[src/hw/rtl/gpcf_pkg.sv]
// Shared types, constants and codes of the gamma pair coincidence filter.
// No dependencies; gpcf_hit_mem, gpcf_pair_seq and the top level import this package.
package gpcf_pkg;

    // Hit store geometry
    localparam int MAX_HITS = 16;
    localparam int HIT_AW   = $clog2(MAX_HITS);
    localparam int CNT_W    = HIT_AW + 1;

    // Configuration port
    localparam int CFG_IDX_W  = 3;
    localparam int CFG_DATA_W = 16;

    typedef enum logic [CFG_IDX_W-1:0] {
        CFG_FOM_LIMIT    = 3'd0,
        CFG_ENERGY_LIMIT = 3'd1,
        CFG_PROMPT_WIN   = 3'd2,
        CFG_COINC_WIN    = 3'd3,
        CFG_PAIR_LIMIT   = 3'd4
    } t_cfg_idx;

    localparam logic [15:0] FOM_LIMIT_RST    = 16'd205;
    localparam logic [15:0] ENERGY_LIMIT_RST = 16'd2000;
    localparam logic [14:0] PROMPT_WIN_RST   = 15'd30;
    localparam logic [15:0] COINC_WIN_RST    = 16'd20;
    localparam logic [3:0]  PAIR_LIMIT_RST   = 4'd12;
    localparam logic [3:0]  PAIR_LIMIT_CAP   = 4'd12;

    // Input operation codes
    localparam logic OP_HIT = 1'b0;
    localparam logic OP_EOE = 1'b1;

    typedef struct packed {
        logic [15:0] fom_limit;
        logic [15:0] energy_limit;
        logic [14:0] prompt_win;
        logic [15:0] coinc_win;
        logic [3:0]  pair_limit;
    } t_cfg;

    typedef struct packed {
        logic signed [15:0] energy_p;
        logic signed [15:0] energy_t;
        logic signed [15:0] time_offset;
    } t_hit;

    typedef struct packed {
        logic              we;
        logic [HIT_AW-1:0] addr;
        t_hit              data;
    } t_mem_wr;

    typedef struct packed {
        logic             start;
        logic [CNT_W-1:0] n;
    } t_scan_req;

    typedef enum logic [2:0] {
        S_IDLE,
        S_CNT_RD,
        S_CNT_EV,
        S_EM_RD,
        S_EM_EV
    } t_state;

endpackage

[src/hw/rtl/gpcf_in_if.sv]
// Input channel of the gamma pair coincidence filter: one hit or end of event.
// No dependencies.
interface gpcf_in_if;
    logic               valid;
    logic               ready;
    logic               op;
    logic signed [15:0] energy_p;
    logic signed [15:0] energy_t;
    logic        [15:0] raw_energy;
    logic signed [15:0] time_offset;
    logic        [15:0] fom;

    modport source (
        output valid, op, energy_p, energy_t, raw_energy, time_offset, fom,
        input  ready
    );
    modport sink (
        input  valid, op, energy_p, energy_t, raw_energy, time_offset, fom,
        output ready
    );
endinterface

[src/hw/rtl/gpcf_out_if.sv]
// Output channel of the gamma pair coincidence filter: one coincident pair.
// No dependencies.
interface gpcf_out_if;
    logic               valid;
    logic               ready;
    logic        [3:0]  pair_count;
    logic signed [15:0] first_energy_p;
    logic signed [15:0] second_energy_p;
    logic signed [15:0] first_energy_t;
    logic signed [15:0] second_energy_t;
    logic               last;

    modport source (
        output valid, pair_count, first_energy_p, second_energy_p,
               first_energy_t, second_energy_t, last,
        input  ready
    );
    modport sink (
        input  valid, pair_count, first_energy_p, second_energy_p,
               first_energy_t, second_energy_t, last,
        output ready
    );
endinterface

[src/hw/rtl/gpcf_hit_mem.sv]
// Hit store: one write port, two registered read ports.
// Depends on gpcf_pkg.
module gpcf_hit_mem (
    input  logic                          i_clk,
    input  gpcf_pkg::t_mem_wr             i_wr,
    input  logic [gpcf_pkg::HIT_AW-1:0]   i_rd_addr_a,
    input  logic [gpcf_pkg::HIT_AW-1:0]   i_rd_addr_b,
    output gpcf_pkg::t_hit                o_rd_a,
    output gpcf_pkg::t_hit                o_rd_b
);
    import gpcf_pkg::*;

    t_hit r_mem [MAX_HITS];
    t_hit r_rd_a;
    t_hit r_rd_b;

    always_ff @(posedge i_clk) begin
        if (i_wr.we) begin
            r_mem[i_wr.addr] <= i_wr.data;
        end
    end

    always_ff @(posedge i_clk) begin
        r_rd_a <= r_mem[i_rd_addr_a];
        r_rd_b <= r_mem[i_rd_addr_b];
    end

    assign o_rd_a = r_rd_a;
    assign o_rd_b = r_rd_b;

endmodule

[src/hw/rtl/gpcf_pair_seq.sv]
// Pair sequencer: counts coincident pairs over the hit store, then emits them.
// Depends on gpcf_pkg, gpcf_out_if and the read ports of gpcf_hit_mem.
module gpcf_pair_seq (
    input  logic                          i_clk,
    input  logic                          i_rst_n,
    input  gpcf_pkg::t_cfg                i_cfg,
    input  gpcf_pkg::t_scan_req           i_req,
    output logic                          o_idle,
    output logic [gpcf_pkg::HIT_AW-1:0]   o_rd_addr_a,
    output logic [gpcf_pkg::HIT_AW-1:0]   o_rd_addr_b,
    input  gpcf_pkg::t_hit                i_rd_a,
    input  gpcf_pkg::t_hit                i_rd_b,
    gpcf_out_if.source                    o_out
);
    import gpcf_pkg::*;

    t_state             r_state, n_state;
    logic [CNT_W-1:0]   r_n, n_n;
    logic [CNT_W-1:0]   r_x, n_x;
    logic [CNT_W-1:0]   r_y, n_y;
    logic [3:0]         r_count, n_count;
    logic [3:0]         r_emit, n_emit;
    logic               r_out_valid, n_out_valid;
    logic               w_out_load;
    logic [3:0]         r_out_cnt;
    logic signed [15:0] r_out_ep_a, r_out_ep_b, r_out_et_a, r_out_et_b;
    logic               r_out_last;

    logic [3:0]         w_lim;
    logic [16:0]        w_diff;
    logic [16:0]        w_adiff;
    logic               w_pair;
    logic               w_scan_end;
    logic               w_y_wrap;
    logic [CNT_W-1:0]   w_adv_x, w_adv_y;
    logic               w_can_load;
    logic [3:0]         w_cnt_inc;
    logic               w_last;

    assign w_lim = (i_cfg.pair_limit > PAIR_LIMIT_CAP) ? PAIR_LIMIT_CAP : i_cfg.pair_limit;
    assign w_diff = {i_rd_a.time_offset[15], i_rd_a.time_offset}
                  - {i_rd_b.time_offset[15], i_rd_b.time_offset};
    assign w_adiff = w_diff[16] ? (~w_diff + 17'd1) : w_diff;
    assign w_pair = (r_x != r_y) && (w_adiff <= {1'b0, i_cfg.coinc_win});
    assign w_scan_end = (r_x == r_n);
    assign w_y_wrap = (r_y == r_n - CNT_W'(1));
    assign w_adv_x = w_y_wrap ? r_x + CNT_W'(1) : r_x;
    assign w_adv_y = w_y_wrap ? '0 : r_y + CNT_W'(1);
    assign w_can_load = !r_out_valid || o_out.ready;
    assign w_cnt_inc = r_count + 4'd1;
    assign w_last = (r_emit + 4'd1) == r_count;

    // Next state
    always_comb begin
        n_state = r_state;
        unique case (r_state)
            S_IDLE: begin
                if (i_req.start) n_state = S_CNT_RD;
            end
            S_CNT_RD: begin
                if (w_scan_end) n_state = (r_count == 4'd0) ? S_IDLE : S_EM_RD;
                else            n_state = S_CNT_EV;
            end
            S_CNT_EV: begin
                // Drop the whole event once the pair limit is reached
                if (w_pair && (w_cnt_inc >= w_lim)) n_state = S_IDLE;
                else                                n_state = S_CNT_RD;
            end
            S_EM_RD: begin
                n_state = S_EM_EV;
            end
            S_EM_EV: begin
                if (!w_pair)        n_state = S_EM_RD;
                else if (w_can_load) n_state = w_last ? S_IDLE : S_EM_RD;
            end
            default: n_state = S_IDLE;
        endcase
    end

    // Scan indices, counters and output register control
    always_comb begin
        n_n         = r_n;
        n_x         = r_x;
        n_y         = r_y;
        n_count     = r_count;
        n_emit      = r_emit;
        n_out_valid = r_out_valid && !o_out.ready;
        w_out_load  = 1'b0;
        unique case (r_state)
            S_IDLE: begin
                if (i_req.start) begin
                    n_n     = i_req.n;
                    n_x     = '0;
                    n_y     = '0;
                    n_count = '0;
                end
            end
            S_CNT_RD: begin
                if (w_scan_end) begin
                    n_x    = '0;
                    n_y    = '0;
                    n_emit = '0;
                end
            end
            S_CNT_EV: begin
                n_x = w_adv_x;
                n_y = w_adv_y;
                if (w_pair) n_count = w_cnt_inc;
            end
            S_EM_RD: begin
            end
            S_EM_EV: begin
                if (!w_pair) begin
                    n_x = w_adv_x;
                    n_y = w_adv_y;
                end else if (w_can_load) begin
                    n_x         = w_adv_x;
                    n_y         = w_adv_y;
                    n_emit      = r_emit + 4'd1;
                    n_out_valid = 1'b1;
                    w_out_load  = 1'b1;
                end
            end
            default: begin
            end
        endcase
    end

    always_ff @(posedge i_clk) begin
        if (!i_rst_n) begin
            r_state     <= S_IDLE;
            r_n         <= '0;
            r_x         <= '0;
            r_y         <= '0;
            r_count     <= '0;
            r_emit      <= '0;
            r_out_valid <= 1'b0;
        end else begin
            r_state     <= n_state;
            r_n         <= n_n;
            r_x         <= n_x;
            r_y         <= n_y;
            r_count     <= n_count;
            r_emit      <= n_emit;
            r_out_valid <= n_out_valid;
        end
    end

    always_ff @(posedge i_clk) begin
        if (w_out_load) begin
            r_out_cnt  <= r_count;
            r_out_ep_a <= i_rd_a.energy_p;
            r_out_ep_b <= i_rd_b.energy_p;
            r_out_et_a <= i_rd_a.energy_t;
            r_out_et_b <= i_rd_b.energy_t;
            r_out_last <= w_last;
        end
    end

    assign o_idle      = (r_state == S_IDLE);
    assign o_rd_addr_a = r_x[HIT_AW-1:0];
    assign o_rd_addr_b = r_y[HIT_AW-1:0];

    assign o_out.valid           = r_out_valid;
    assign o_out.pair_count      = r_out_cnt;
    assign o_out.first_energy_p  = r_out_ep_a;
    assign o_out.second_energy_p = r_out_ep_b;
    assign o_out.first_energy_t  = r_out_et_a;
    assign o_out.second_energy_t = r_out_et_b;
    assign o_out.last            = r_out_last;

    a_out_count_range: assert property (@(posedge i_clk) disable iff (!i_rst_n)
        r_out_valid |-> (r_out_cnt != 4'd0) && (r_out_cnt < PAIR_LIMIT_CAP))
        else $error("pair result with out-of-range pair count");

    a_scan_bound: assert property (@(posedge i_clk) disable iff (!i_rst_n)
        (r_state != S_IDLE) |-> (r_x <= r_n))
        else $error("scan index ran past the hit count");

    a_emit_bound: assert property (@(posedge i_clk) disable iff (!i_rst_n)
        (r_state == S_EM_RD || r_state == S_EM_EV) |-> (r_emit < r_count))
        else $error("emitted more pairs than counted");

    a_load_free: assert property (@(posedge i_clk) disable iff (!i_rst_n)
        w_out_load |-> (!r_out_valid || o_out.ready))
        else $error("pending pair result overwritten");

endmodule

[src/hw/rtl/gamma_pair_coincidence_filter_unit.sv]
// Top level of the gamma pair coincidence filter: hit cuts, config registers,
// hit store and pair sequencer. Depends on gpcf_pkg, gpcf_in_if, gpcf_out_if,
// gpcf_hit_mem and gpcf_pair_seq.
//
// The unit collects the hits of one event and, on the end-of-event transaction,
// emits every ordered pair of distinct kept hits whose time offsets lie within
// the coincidence window, each carrying the event's pair count and the two
// energies of both hits, with last set on the final pair. A hit is kept when
// fom, raw energy and |time offset| are all within their limits; at most 16
// hits are stored and later ones are dropped. Events whose pair count reaches
// the pair limit (capped at twelve; zero drops every event) give nothing. End
// of event walks the store twice through its two-port hit memory, reading and
// then evaluating each ordered index pair: once to count the pairs of the kept
// hits and once more to emit them, stalling while the output sink holds off.
// The input is not ready during that walk; a finished pair waits in the output
// register without holding back the next event's hits. Write configuration
// only while the unit is idle.
module gamma_pair_coincidence_filter_unit (
    input  logic                              i_clk,
    input  logic                              i_rst_n,
    gpcf_in_if.sink                           i_in,
    gpcf_out_if.source                        o_out,
    input  logic                              i_cfg_we,
    input  logic [gpcf_pkg::CFG_IDX_W-1:0]    i_cfg_index,
    input  logic [gpcf_pkg::CFG_DATA_W-1:0]   i_cfg_wdata
);
    import gpcf_pkg::*;

    t_cfg             r_cfg;
    logic [CNT_W-1:0] r_hit_count;

    logic             w_idle;
    logic             w_accept;
    logic [15:0]      w_abs_dt;
    logic             w_keep;
    t_mem_wr          w_wr;
    t_scan_req        w_req;
    logic [HIT_AW-1:0] w_rd_addr_a, w_rd_addr_b;
    t_hit             w_rd_a, w_rd_b;

    // Configuration registers; writes to unused indexes are ignored
    always_ff @(posedge i_clk) begin
        if (!i_rst_n) begin
            r_cfg.fom_limit    <= FOM_LIMIT_RST;
            r_cfg.energy_limit <= ENERGY_LIMIT_RST;
            r_cfg.prompt_win   <= PROMPT_WIN_RST;
            r_cfg.coinc_win    <= COINC_WIN_RST;
            r_cfg.pair_limit   <= PAIR_LIMIT_RST;
        end else if (i_cfg_we) begin
            unique case (t_cfg_idx'(i_cfg_index))
                CFG_FOM_LIMIT:    r_cfg.fom_limit    <= i_cfg_wdata;
                CFG_ENERGY_LIMIT: r_cfg.energy_limit <= i_cfg_wdata;
                CFG_PROMPT_WIN:   r_cfg.prompt_win   <= i_cfg_wdata[14:0];
                CFG_COINC_WIN:    r_cfg.coinc_win    <= i_cfg_wdata;
                CFG_PAIR_LIMIT:   r_cfg.pair_limit   <= i_cfg_wdata[3:0];
                default: begin
                end
            endcase
        end
    end

    // Accept new transactions only while no event is being walked
    assign i_in.ready = w_idle;
    assign w_accept   = i_in.valid && w_idle;

    // Magnitude of the time offset; the most negative offset maps to 32768
    assign w_abs_dt = i_in.time_offset[15] ? (~i_in.time_offset + 16'd1)
                                           : i_in.time_offset;

    assign w_keep = (i_in.fom <= r_cfg.fom_limit)
                 && (i_in.raw_energy <= r_cfg.energy_limit)
                 && (w_abs_dt <= {1'b0, r_cfg.prompt_win})
                 && (r_hit_count < CNT_W'(MAX_HITS));

    assign w_wr.we                = w_accept && (i_in.op == OP_HIT) && w_keep;
    assign w_wr.addr              = r_hit_count[HIT_AW-1:0];
    assign w_wr.data.energy_p     = i_in.energy_p;
    assign w_wr.data.energy_t     = i_in.energy_t;
    assign w_wr.data.time_offset  = i_in.time_offset;

    // Hand the hit count to the sequencer at end of event and empty the store
    assign w_req.start = w_accept && (i_in.op == OP_EOE);
    assign w_req.n     = r_hit_count;

    always_ff @(posedge i_clk) begin
        if (!i_rst_n) begin
            r_hit_count <= '0;
        end else if (w_req.start) begin
            r_hit_count <= '0;
        end else if (w_wr.we) begin
            r_hit_count <= r_hit_count + CNT_W'(1);
        end
    end

    gpcf_hit_mem u_hit_mem (
        .i_clk       (i_clk),
        .i_wr        (w_wr),
        .i_rd_addr_a (w_rd_addr_a),
        .i_rd_addr_b (w_rd_addr_b),
        .o_rd_a      (w_rd_a),
        .o_rd_b      (w_rd_b)
    );

    gpcf_pair_seq u_pair_seq (
        .i_clk       (i_clk),
        .i_rst_n     (i_rst_n),
        .i_cfg       (r_cfg),
        .i_req       (w_req),
        .o_idle      (w_idle),
        .o_rd_addr_a (w_rd_addr_a),
        .o_rd_addr_b (w_rd_addr_b),
        .i_rd_a      (w_rd_a),
        .i_rd_b      (w_rd_b),
        .o_out       (o_out)
    );

    a_count_bound: assert property (@(posedge i_clk) disable iff (!i_rst_n)
        r_hit_count <= CNT_W'(MAX_HITS))
        else $error("hit count exceeds store depth");

    a_no_write_busy: assert property (@(posedge i_clk) disable iff (!i_rst_n)
        w_wr.we |-> w_idle)
        else $error("hit store written during a pair walk");

    a_eoe_clears: assert property (@(posedge i_clk) disable iff (!i_rst_n)
        w_req.start |=> (r_hit_count == '0))
        else $error("hit count not cleared at end of event");

endmodule
[src/flat_wrapper.sv]
// flat-port wrapper written by rule: the top's interface ports become plain ports
module gamma_pair_coincidence_filter_unit_flat import gpcf_pkg::*;
  (i_clk, i_rst_n, i_cfg_we, i_cfg_index, i_cfg_wdata, i_in_valid, i_in_op, i_in_energy_p, i_in_energy_t, i_in_raw_energy, i_in_time_offset, i_in_fom, i_in_ready, o_out_valid, o_out_pair_count, o_out_first_energy_p, o_out_second_energy_p, o_out_first_energy_t, o_out_second_energy_t, o_out_last, o_out_ready);
  gpcf_in_if i_in_i ();
  gpcf_out_if o_out_i ();
  input  logic i_clk;
  input  logic i_rst_n;
  input  logic i_cfg_we;
  input  logic [gpcf_pkg::CFG_IDX_W-1:0] i_cfg_index;
  input  logic [gpcf_pkg::CFG_DATA_W-1:0] i_cfg_wdata;
  input wire logic [$bits(i_in_i.valid)-1:0] i_in_valid;
  input wire logic [$bits(i_in_i.op)-1:0] i_in_op;
  input wire logic [$bits(i_in_i.energy_p)-1:0] i_in_energy_p;
  input wire logic [$bits(i_in_i.energy_t)-1:0] i_in_energy_t;
  input wire logic [$bits(i_in_i.raw_energy)-1:0] i_in_raw_energy;
  input wire logic [$bits(i_in_i.time_offset)-1:0] i_in_time_offset;
  input wire logic [$bits(i_in_i.fom)-1:0] i_in_fom;
  output wire logic [$bits(i_in_i.ready)-1:0] i_in_ready;
  output wire logic [$bits(o_out_i.valid)-1:0] o_out_valid;
  output wire logic [$bits(o_out_i.pair_count)-1:0] o_out_pair_count;
  output wire logic [$bits(o_out_i.first_energy_p)-1:0] o_out_first_energy_p;
  output wire logic [$bits(o_out_i.second_energy_p)-1:0] o_out_second_energy_p;
  output wire logic [$bits(o_out_i.first_energy_t)-1:0] o_out_first_energy_t;
  output wire logic [$bits(o_out_i.second_energy_t)-1:0] o_out_second_energy_t;
  output wire logic [$bits(o_out_i.last)-1:0] o_out_last;
  input wire logic [$bits(o_out_i.ready)-1:0] o_out_ready;
  assign i_in_i.valid = i_in_valid;
  assign i_in_i.op = i_in_op;
  assign i_in_i.energy_p = i_in_energy_p;
  assign i_in_i.energy_t = i_in_energy_t;
  assign i_in_i.raw_energy = i_in_raw_energy;
  assign i_in_i.time_offset = i_in_time_offset;
  assign i_in_i.fom = i_in_fom;
  assign i_in_ready = i_in_i.ready;
  assign o_out_valid = o_out_i.valid;
  assign o_out_pair_count = o_out_i.pair_count;
  assign o_out_first_energy_p = o_out_i.first_energy_p;
  assign o_out_second_energy_p = o_out_i.second_energy_p;
  assign o_out_first_energy_t = o_out_i.first_energy_t;
  assign o_out_second_energy_t = o_out_i.second_energy_t;
  assign o_out_last = o_out_i.last;
  assign o_out_i.ready = o_out_ready;
  gamma_pair_coincidence_filter_unit u_core (.i_clk(i_clk), .i_rst_n(i_rst_n), .i_in(i_in_i), .o_out(o_out_i), .i_cfg_we(i_cfg_we), .i_cfg_index(i_cfg_index), .i_cfg_wdata(i_cfg_wdata));
endmodule
[config.mk]
export PLATFORM = sky130hd
export DESIGN_NAME = gamma_pair_coincidence_filter_unit_flat
export DESIGN_NICKNAME = d
export VERILOG_FILES = /design/src/hw/rtl/gpcf_pkg.sv /design/src/hw/rtl/gpcf_in_if.sv /design/src/hw/rtl/gpcf_out_if.sv /design/src/hw/rtl/gpcf_hit_mem.sv /design/src/hw/rtl/gpcf_pair_seq.sv /design/src/hw/rtl/gamma_pair_coincidence_filter_unit.sv /design/src/flat_wrapper.sv
export SDC_FILE = /design/constraint.sdc
export NUM_CORES = 1
export LEC_CHECK = 0
export BUFFER_PORTS_ARGS = -buffer_cell sky130_fd_sc_hd__buf_4
export CORE_ASPECT_RATIO = 0.8
export CORE_MARGIN = 5
export CORE_UTILIZATION = 34
export DETAILED_ROUTE_END_ITERATION = 10
export PLACE_DENSITY = 0.55
export RECOVER_POWER = 50
export SETUP_SLACK_MARGIN = 0.05
export SLEW_MARGIN = 10
export SYNTH_ARGS = -nofsm -noshare
export SYNTH_HDL_FRONTEND = slang
export SYNTH_SLANG_ARGS = --single-unit
[constraint.sdc]
create_clock -name i_clk -period 11.11 [get_ports i_clk]
set_input_delay 1.6665 -clock i_clk [delete_from_list [all_inputs] [get_ports i_clk]]
set_output_delay 1.6665 -clock i_clk [all_outputs]
set_load 0.05 [all_outputs]
## Word level (Yosys, flattened, before mapping)

Memories as Yosys holds them, arrays and structs flattened. A register that Yosys moved wholly into a read port is not among the register bits.
Cells that the tools add are included.

- Bitwise logic cells: 4
- Add/subtract/negate cells: 9
- Order comparisons: 7
- Equality and inequality tests: 18
- Muxes and demuxes: 36
- Reductions and logical operators: 30

Operator list:

| operator | count |
|---|---|
| 2-to-1 mux 5 bit | 8 |
| case mux 5 bit (4 select lines) | 2 |
| less-or-equal comparator 16 bit | 2 |
| 2-to-1 mux 4 bit | 6 |
| adder 17 x 1 -> 17 bit (second input constant) | 1 |
| less-or-equal comparator 17 x 16 -> 1 bit | 1 |
| 2-to-1 mux 17 bit | 1 |
| NOT 17 bit | 1 |
| subtractor 16 x 16 -> 17 bit | 1 |
| adder 16 x 1 -> 16 bit (second input constant) | 1 |
| less-or-equal comparator 16 x 15 -> 1 bit | 1 |
| 2-to-1 mux 16 bit | 1 |
| NOT 16 bit | 1 |
| case mux 4 bit (2 select lines) | 2 |
| adder 5 x 1 -> 5 bit (second input constant) | 3 |
| case mux 3 bit (5 select lines) | 1 |
| AND reduction 2 bit | 7 |
| == test 3 x 2 -> 1 bit (second input constant) | 4 |
| == test 5 bit | 2 |
| logical AND 1 bit | 10 |
| inequality test 2 bit (second input constant) | 5 |
| 2-to-1 mux 1 bit | 9 |
| 2-to-1 mux 3 bit | 3 |
| adder 4 x 1 -> 4 bit (second input constant) | 2 |
| 20 further kinds | 29 |

- Memories: 1
- Logic and storage cells: 124
- RAM bits: 768
- Flip-flop bits (word level): 168
- Output and inout bits: 71

Memory list:

| name | words | bits a word | read ports | clocked after Yosys merged registers in | wr ports | RTL line | source |
|---|---|---|---|---|---|---|---|
| u_core.u_hit_mem.r_mem | 16 | 48 | 2 | 2 | 1 | gpcf_hit_mem.sv:13 | `t_hit r_mem [MAX_HITS];` |

## Logic depth before layout (Yosys ltp)

Gate-level depths: netlist of the first run.

- Depth after elaboration: 9
- Mapped depth: 23

## Cells and area by module

A second synthesis of the first run with hierarchy kept.

- Cells, all modules: 2,784
- Area total of the unflattened synthesis: 46,052.9 um^2

Modules (own cells, without submodules):

| module | area each (um^2) | cells an instance | instances | sequential area each (um^2) |
|---|---|---|---|---|
| gpcf_hit_mem | 36,192.2 | 1,693 | 1 | 24,984.0 |
| gpcf_pair_seq | 5,709.2 | 565 | 1 | 2,612.5 |
| gamma_pair_coincidence_filter_unit | 4,151.5 | 526 | 1 | 1,441.4 |

## Least setup slack after synthesis of the first run

Ideal clock, no wire load.

- Path type: in2reg
- From: in i_in_time_offset[0]
- To: mem u_core.u_hit_mem.r_mem[9][0] (netlist bit), enable pin
- Data arrival time: 8.105 ns
- Slack: 2.482 ns
- Setup time: 0.523 ns
- Buffers on the path: 1
- Cell stages on the path: 16
- Path through: or2_1 -> or4_1 -> or3_1 -> or3_1 -> nand2_1 -> xnor2_1 -> ha_1 -> nand4_1 -> nor2_1 -> nand4_1 -> o22ai_1 -> a21o_1 -> and3_1 -> clkbuf_1 -> nand2_1 -> nor3b_1

- Longest elaborated chain between the ends: 9

RTL lines:

| what | RTL line | source |
|---|---|---|
| from (decl) | flat_wrapper.sv:16 | `input wire logic [$bits(i_in_i.time_offset)-1:0] i_in_time_offset;` |
| NOT 16 bit | gamma_pair_coincidence_filter_unit.sv:67 | `assign w_abs_dt = i_in.time_offset[15] ? (~i_in.time_offset + 16'd1)` |
| adder 16 x 1 -> 16 bit | gamma_pair_coincidence_filter_unit.sv:67 |  |
| 2-to-1 mux 16 bit * | gamma_pair_coincidence_filter_unit.sv:67 |  |
| less-or-equal comparator 16 x 15 -> 1 bit * | gamma_pair_coincidence_filter_unit.sv:72 | `&& (w_abs_dt <= {1'b0, r_cfg.prompt_win})` |
| logical AND 1 bit * | gamma_pair_coincidence_filter_unit.sv:72 |  |
| logical AND 1 bit * | gamma_pair_coincidence_filter_unit.sv:73 | `&& (r_hit_count < CNT_W'(MAX_HITS));` |
| logical AND 1 bit * | gamma_pair_coincidence_filter_unit.sv:75 | `assign w_wr.we = w_accept && (i_in.op == OP_HIT) && w_keep;` |
| 2-to-1 mux 1 bit * | gpcf_hit_mem.sv:18 | `if (i_wr.we) begin` |
| 2-to-1 mux 1 bit (implied by the code) * | gpcf_hit_mem.sv:19 | `r_mem[i_wr.addr] <= i_wr.data;` |
| to (decl) | gpcf_hit_mem.sv:13 |  |

Every way passes the cells marked *; elsewhere a longest branch is shown, timed or not.

## Final worst setup path of the first run

- From: in i_in_time_offset[0]
- To: mem u_core.u_hit_mem.r_mem[0][38] (netlist bit), enable pin

The elaborated chain is that of the path after synthesis.

==> results of run 1 <==
-- metrics by stage --
stage                     hold slack [ps]  instance area, um^2  setup WS, ps
final                                 396                52700          4240
after detailed placement              389                49500          3800
after global routing                  408                52700          3790
after floorplan                       386                46100          2480
after global placement                390                49500          3850
after CTS                             397                53000          4240
-- worst reg2reg max path, delay by kind of cell (launching register included) --
kind	cells	cell delay, ps
flops	1	310
xor+xnor	1	100
compound gates	5	1570
simple gates	9	2330
buf+inv	3	1090
fa+ha+maj	3	1020
-- final cells by class --
cell class / instances / area (um^2) / share of cell area [%]
clock buffer: 150 / 2990 / 5.67
multi-input combinational: 1275 / 16200 / 30.8
tap: 1769 / 2210 / 4.20
inverter: 103 / 388 / 0.736
sequential: 1032 / 29100 / 55.1
timing repair buffer: 217 / 1300 / 2.47
antenna: 2 / 5.00 / 0.00950
clock inverter: 46 / 531 / 1.01
-- synth_stat cells (15+ instances only) --
cell / number / area, um^2
edfxtp_1: 837 / 25100
mux2i_1: 15 / 150
clkbuf_1: 118 / 443
nand2b_1: 15 / 93.8
xor2_1: 18 / 158
inv_1: 102 / 383
nand2_1: 172 / 646
dfxtp_1: 195 / 3900
o211ai_1: 24 / 180
ha_1: 95 / 1190
o21ai_0: 35 / 175
nor2_1: 53 / 199
xnor2_1: 40 / 350
nand3_1: 22 / 110
a21oi_1: 87 / 435
nand4_1: 18 / 113
mux4_2: 480 / 10800
buf_1: 30 / 113
nor3_1: 22 / 110
-- state kept, by name, indices dropped and copies added, names as in the netlist --
name and count:
u_core.u_hit_mem.o_rd_b 48, u_core.r_hit_count 5, u_core.u_pair_seq.o_out.second_energy_t 16, u_core.u_pair_seq.o_out.valid 1, u_core.u_pair_seq.r_x 5, u_core.u_pair_seq.r_y 5, u_core.u_pair_seq.o_out.first_energy_t 16, u_core.u_pair_seq.r_n 5
u_core.u_pair_seq.o_out.pair_count 4, u_core.u_pair_seq.r_state 3, u_core.u_hit_mem.r_mem 768, u_core.u_pair_seq.o_out.last 1, u_core.u_pair_seq.r_count 4, u_core.u_pair_seq.o_out.first_energy_p 16, u_core.u_hit_mem.o_rd_a 48, u_core.u_pair_seq.o_out.second_energy_p 16
u_core.u_pair_seq.r_emit 4, u_core.r_cfg 67
-- cell families after synthesis --
kind of cell	synth area share, %
AOI/OAI and AO/OA	3.40
xor gates and xnor gates	1.10
adders and majority gates	2.62
buffers and inverters	2.12
DFF	62.9
muxes	23.8
and+or+nand+nor	4.00
-- path summary, 6_finish.rpt --
kind / to / startpoint / slack (ps) / cells past startpoint
min reg2reg: u_core.u_pair_seq.o_out.first_energy_t[10] / u_core.u_hit_mem.o_rd_a[26] / 400 / 0
max: u_core.u_hit_mem.r_mem[0][38] / i_in_time_offset[0] / 4240 / 17
max reg2reg: u_core.u_pair_seq.o_out.first_energy_p[11] / u_core.u_hit_mem.o_rd_a[0] / 4240 / 21
min: u_core.u_pair_seq.o_out.first_energy_t[10] / u_core.u_hit_mem.o_rd_a[26] / 400 / 0
-- routing by layer --
layer  up-vias  wire [um]  track usage (%)
li1      10862          -                -
met1     13587      52500             23.2
met2       938      59500             27.6
met3       183       8310             3.66
met4         4       2960             4.21
met5         -         27                0
-- power by group --
group          switching (mW)  internal, mW  total (mW)
combinational           0.140        0.0739       0.214
sequential            0.00663          4.18        4.19
clock                    1.53          2.07        3.60
total                    1.68          6.33        8.01
==> metrics.md, run 1 <==
| Metric | Value |
|---|---|
| Status | `complete, but fails checks` |
| Failing checks | `max-capacitance violations, max-slew violations` |
| Final hold violation count | `0` |
| Nets | `2935` |
| Placed cells | `4396` |
| Final Core Density | `39.2%` |
| Worst-path fanout max | `41` |
| Crit start category | `primary input` |
| Max VDD drop | `0.125 mV` |
| Design Power | `8.01 mW` |
| Remaining DRCs | `0` |
| Drt first pass iters | `7` |
| Mean Syn Cell Area | `between 15 and 20 um^2` |
| Critical path's top delay family | `simple AND/OR/NAND/NOR gates` |
| Number of max-cap violations | `4` |
| Global-route wire length before repair | `180000 um` |
| LEAKAGE | `16.3 nW` |
| Fin Setup TNS | `0 ps` |
| Top_reg_cell synth | `edfxtp_1` |
| Crit Path Class | `in2reg` |
| # fillers | `12157` |
| H-tree levels | `3` |
| Arr. time, crit path | `just over 7000 ps` |
| Cells after synthesis | `~2600` |
| Post-synthesis register bit count | `roughly 1000` |
| Die Y | `339 um` |
| Post-CTS setup buffers | `0` |
| Setup Skew | `35.5 ps` |
| PortBufs | `around 180` |
| Part of the Yosys area used for sequential elements | `62.9%` |
| Crit path cell chain | `clkbuf_1 > or2_1 > or4_1 > or3_1 > or3_1 > nand2_1 > xnor2_1 > ha_1 > nand4_1 > nor2_1 > nand4_1 > o22ai_1 > a21o_1 > and3_1 > nand2_1 > nor3_2 > buf_4` |
| Largest net degree at the start of global routing | `~140` |
| Number of global-route vias before repair | `roughly 27000` |
| Mapped Area | `46100 um^2` |
| TritonCTS clock tree | `yes` |
| Share of cells above drive strength 1 | `between 20% and 30%` |
| Via count | `~26000` |
| Row cnt | `120` |
| Post-synth cell types | `between 70 and 80` |
| Clk_lat worst skew | `720 ps` |
| Post-DP HPWL | `73100 um` |
| Antenna-violating nets left | `0` |
| Worst slew pin tran | `slightly above 3000 ps` |
| Power Density | `152 nW/um^2` |
| Final cell count without fillers | `4594` |
| Number of I/O pins | `176` |
| Core region area | `between 100000 and 150000 um^2` |
| Post-cts hold buffer count | `0` |
| EDFF count, synth | `about 840` |
| CP max stage delay | `around 900 ps` |
| Achievable Freq | `145 MHz` |
| Unrepaired setup endpoints after global routing | `false` |
| Fin crit share | `61.9%` |
| Iteration-0 DRC Markers | `2387` |
| CTS Buffer Depth | `3` |
| Min-delay worst type | `reg2reg` |
| Ys Warns | `0` |
| Gpl congestion | `roughly 0.8` |
| Post-DR wirelength/cell | `26.8 um` |
| Antenna violations before repair | `6` |
| CTS buffer count | `about 110` |
| Most frequent cells in the layout | `edfxtp_1, mux4_2, dfxtp_1` |
| CTS sink cnt | `about 1000` |
| Die X | `422 um` |
| Clk root buf | `clkbuf_16` |
| Die area | `143000 um^2` |
| Async SR Flop Fraction | `0%` |
| Max-Slew Margin vs Limit | `-107%` |
| Worst-path clk slew | `approximately 60 ps` |
| Syn Nets | `between 2000 and 3000` |
| Max Transition Viols Final | `between 150 and 200` |
| Minimum clock period after layout | `6870 ps` |
| Worst path required time | `between 10000 and 15000 ps` |
| Vias/cell | `5.57` |
| Setup violations, final | `0` |
| Total GRT Usage | `16.9%` |
| CTS resizes | `0` |
| Commonest non-fill, non-tap cell in the layout | `edfxtp_1` |
| Critical Path End Type | `register` |
| Layout area overhead | `14.2%` |
| Initial Util | `34.3%` |
| GRT Residual Overflow | `0` |
| Worst path bufs/invs | `2` |
| Final wirelength | `123000 um` |
| Critical path's slowest cell | `buf_4` |
Power figures use the tool's default switching activity.
==> run 2, diff against run 1 <==
--- a/config.mk
+++ b/config.mk
@@ -10,7 +10,7 @@
 export CORE_MARGIN = 5
 export CORE_UTILIZATION = 34
 export DETAILED_ROUTE_END_ITERATION = 10
-export PLACE_DENSITY = 0.55
+export PLACE_DENSITY = 0.57
 export RECOVER_POWER = 50
 export SETUP_SLACK_MARGIN = 0.05
 export SLEW_MARGIN = 10
==> constraint.sdc (replaced) <==
create_clock -name i_clk -period 5.85 [get_ports i_clk]
set_input_delay 0.8775 -clock i_clk [delete_from_list [all_inputs] [get_ports i_clk]]
set_output_delay 0.8775 -clock i_clk [all_outputs]
set_load 0.05 [all_outputs]
==> metrics.md, run 2 (synthesized netlist as in run 1, its figures left out) <==
| Metric | Value |
|---|---|
| Crit start category | `register` |
| Status | `complete, but fails checks` |
| Via count | `25494 (-0.31%)` |
| Row cnt | `120 (unchanged)` |
| Design Power | `15.2 mW (+90%)` |
| CTS buffer count | `103 (-1.9%)` |
| Fin crit share | `93.5%` |
| Reg2reg start | `u_core.u_hit_mem.o_rd_a[0]` |
| Worst slew pin tran | `2480 ps (-628 ps)` |
| Remaining DRCs | `0 (unchanged)` |
| Global-route wire length before repair | `179000 um (-0.59%)` |
| Largest Register | `u_core.u_hit_mem.r_mem` |
| CTS sink cnt | `1032 (unchanged)` |
| Worst path required time | `6200 ps (-5220 ps)` |
| Max reg flops | `768 (unchanged)` |
| Die X | `422 um (unchanged)` |
| Post-Place Worst Slack | `237 ps (-3560 ps)` |
| Unrepaired setup endpoints after global routing | `true` |
| Failing checks | `max-capacitance violations, max-slew violations` |
| TritonCTS clock tree | `yes` |
| Iteration-0 DRC Markers | `2303 (-3.5%)` |
| Largest net degree at the start of global routing | `136 (-4.9%)` |
| Most frequent cells in the layout | `edfxtp_1, mux4_2, dfxtp_1` |
| Hold WS | `398 ps (+1.90 ps)` |
| Hold wc startpoint | `u_core.u_hit_mem.o_rd_a[40]` |
| Flop2flop setup slack | `380 ps (-3860 ps)` |
| Clock Power Share | `45.1% (about the same)` |
| Power Density | `287 nW/um^2 (+89%)` |
| Number of max-cap violations | `4 (unchanged)` |
| Post-CTS setup buffers | `0 (unchanged)` |
| Antenna-violating nets left | `0 (unchanged)` |
| WHS Endpoint | `u_core.u_pair_seq.o_out.first_energy_p[8]` |
| Die area | `143000 um^2 (unchanged)` |
| Antenna violations before repair | `7 (+1)` |
| LEAKAGE | `16.4 nW (+0.26%)` |
| H-tree levels | `3 (unchanged)` |
| Layout area overhead | `15.1%` |
| Drt first pass iters | `6 (-1)` |
| Worst-path fanout max | `18 (-56%)` |
| Clk_lat worst skew | `710 ps (about the same)` |
| Number of global-route vias before repair | `26377 (-0.62%)` |
| Gpl congestion | `0.825 (+0.29%)` |
| Min-delay worst type | `reg2reg` |
| Final Cell Area | `53100 um^2 (+0.78%)` |
| Flop pwr share | `52.2% (about the same)` |
| Vias/cell | `5.54 (-0.53%)` |
| Minimum clock period after layout | `roughly 5500 ps` |
| Crit Path Class | `reg2reg` |
| Die Y | `339 um (unchanged)` |
| # fillers | `12030 (-1.0%)` |
| Max VDD drop | `0.251 mV (+100%)` |
| Clk root buf | `clkbuf_16` |
| DP Area | `49900 um^2 (+0.81%)` |
| P_sw | `3.15 mW (+88%)` |
| Core region area | `134000 um^2 (unchanged)` |
| Setup Skew | `18.9 ps (-16.7 ps)` |
| GRT Residual Overflow | `0 (unchanged)` |
| Post-DP HPWL | `73000 um (-0.21%)` |
| Max Transition Viols Final | `157 (-16%)` |
| Combinational power share | `2.7% (about the same)` |
| Net Sw Frac | `20.7% (-0.31 points)` |
| Reg2reg end | `u_core.u_pair_seq.o_out.second_energy_t[9]` |
| Regs by FF count | `u_core.u_hit_mem.r_mem (768), u_core.r_cfg (67)` |
| Worst-path clk slew | `70 ps (about the same)` |
| Int Power | `12.1 mW (+91%)` |
| Crit path setup slack, layout | `380 ps (-3860 ps)` |
| Post-DR wirelength/cell | `26.5 um (-1.4%)` |
| Number of I/O pins | `176 (unchanged)` |
| Critical Path End Type | `register` |
| Initial Util | `34.3% (unchanged)` |
| Nets | `2943 (+0.27%)` |
| Share of cells above drive strength 1 | `28.6% (-0.066 points)` |
| Max-Slew Margin vs Limit | `-65.3% (+42 points)` |
| Hold depth | `0 (unchanged)` |
| Setup violations, final | `0 (unchanged)` |
| Total GRT Usage | `16.7% (-0.22 points)` |
| Commonest non-fill, non-tap cell in the layout | `edfxtp_1` |
| Arr. time, crit path | `5820 ps (-1370 ps)` |
| Final hold violation count | `0 (unchanged)` |
| Achievable Freq | `183 MHz` |
| R2r worst-path depth | `21 (unchanged)` |
| Final wirelength | `122000 um (-1.2%)` |
| CTS Buffer Depth | `3 (unchanged)` |
| PortBufs | `175 (unchanged)` |
==> run 2: through the flow <==
stage / util (%) / setup TNS, ps / std cells
after detailed placement: 37.2 / 0 / 4406
after global routing: 39.5 / 0 / 4602
final: 39.5 / 0 / 4604
after global placement: 37.2 / 0 / 4406
after CTS: 39.8 / 0 / 4602
after floorplan: - / -88810 / 2563
==> run 2: how the worst max path moves through the flow <==
| stage | cells past startpoint | from | to |
|---|---|---|---|
| after floorplan | 16 | i_in_time_offset[0] | u_core.u_hit_mem.r_mem[10][0] |
| after global placement | 17 | i_in_time_offset[0] | u_core.u_hit_mem.r_mem[6][29] |
| after detailed placement | 17 | i_in_time_offset[0] | u_core.u_hit_mem.r_mem[6][16] |
| after CTS | 21 | u_core.u_hit_mem.o_rd_a[0] | u_core.u_pair_seq.o_out.second_energy_t[9] |
| after global routing | 22 | u_core.u_hit_mem.o_rd_a[0] | u_core.u_pair_seq.o_out.second_energy_t[9] |
| final | 21 | u_core.u_hit_mem.o_rd_a[0] | u_core.u_pair_seq.o_out.second_energy_t[9] |
==> run 2: layout make-up <==
class / instances / area, um^2 / share of cell area [%]
multi-input cells: 1275 / 16300 / 30.7
inverters: 103 / 390 / 0.735
clock buffers: 138 / 2910 / 5.48
clock inverters: 58 / 656 / 1.23
diodes: 2 / 5.00 / 0.00942
flip-flops and latches: 1032 / 29100 / 54.7
well taps: 1769 / 2210 / 4.17
repair buffers: 227 / 1580 / 2.97
==> run 2: power groups by stage <==
stage,logic (mW),registers [mW],clock network (mW)
global route,0.457,7.95,7.38
CTS,0.428,7.95,7.08
finish,0.410,7.95,6.88
global placement,0.409,8.11,0
detailed placement,0.427,8.11,0
floorplan,0.199,8.11,0
==> run 2: worst max-delay path: stages (launching register included) <==
cell	delay, ps
dfxtp_1	310
inv_1	50
ha_1	220
fa_1	410
nand2b_1	240
a211oi_4	300
o21a_1	210
or4_1	110
o311ai_1	190
or4b_4	630
nand2_1	110
xnor2_1	90
ha_1	320
nand3_1	100
nor4_1	300
and2_1	190
o31ai_1	80
a31oi_1	270
o21ai_0	180
or2_2	340
clkinvlp_4	100
buf_4	330
==> run 2: repair_timing <==
item | CTS | global route
endpoints found under the setup margin | 0 | 69
hold buffers | 0 | 0
gates resized for setup | 0 | 4
==> run 2: metal layers <==
metal | part of all wire [%] | wire [um] | track usage (%) | vias to the layer above
met5 | 0.034 | 41 | 0 | -
met3 | 6.0 | 7360 | 3.02 | 155
met2 | 48 | 58700 | 27.1 | 866
met4 | 1.8 | 2140 | 3.31 | 6
li1 | - | - | - | 10875
met1 | 44 | 53600 | 23.9 | 13592
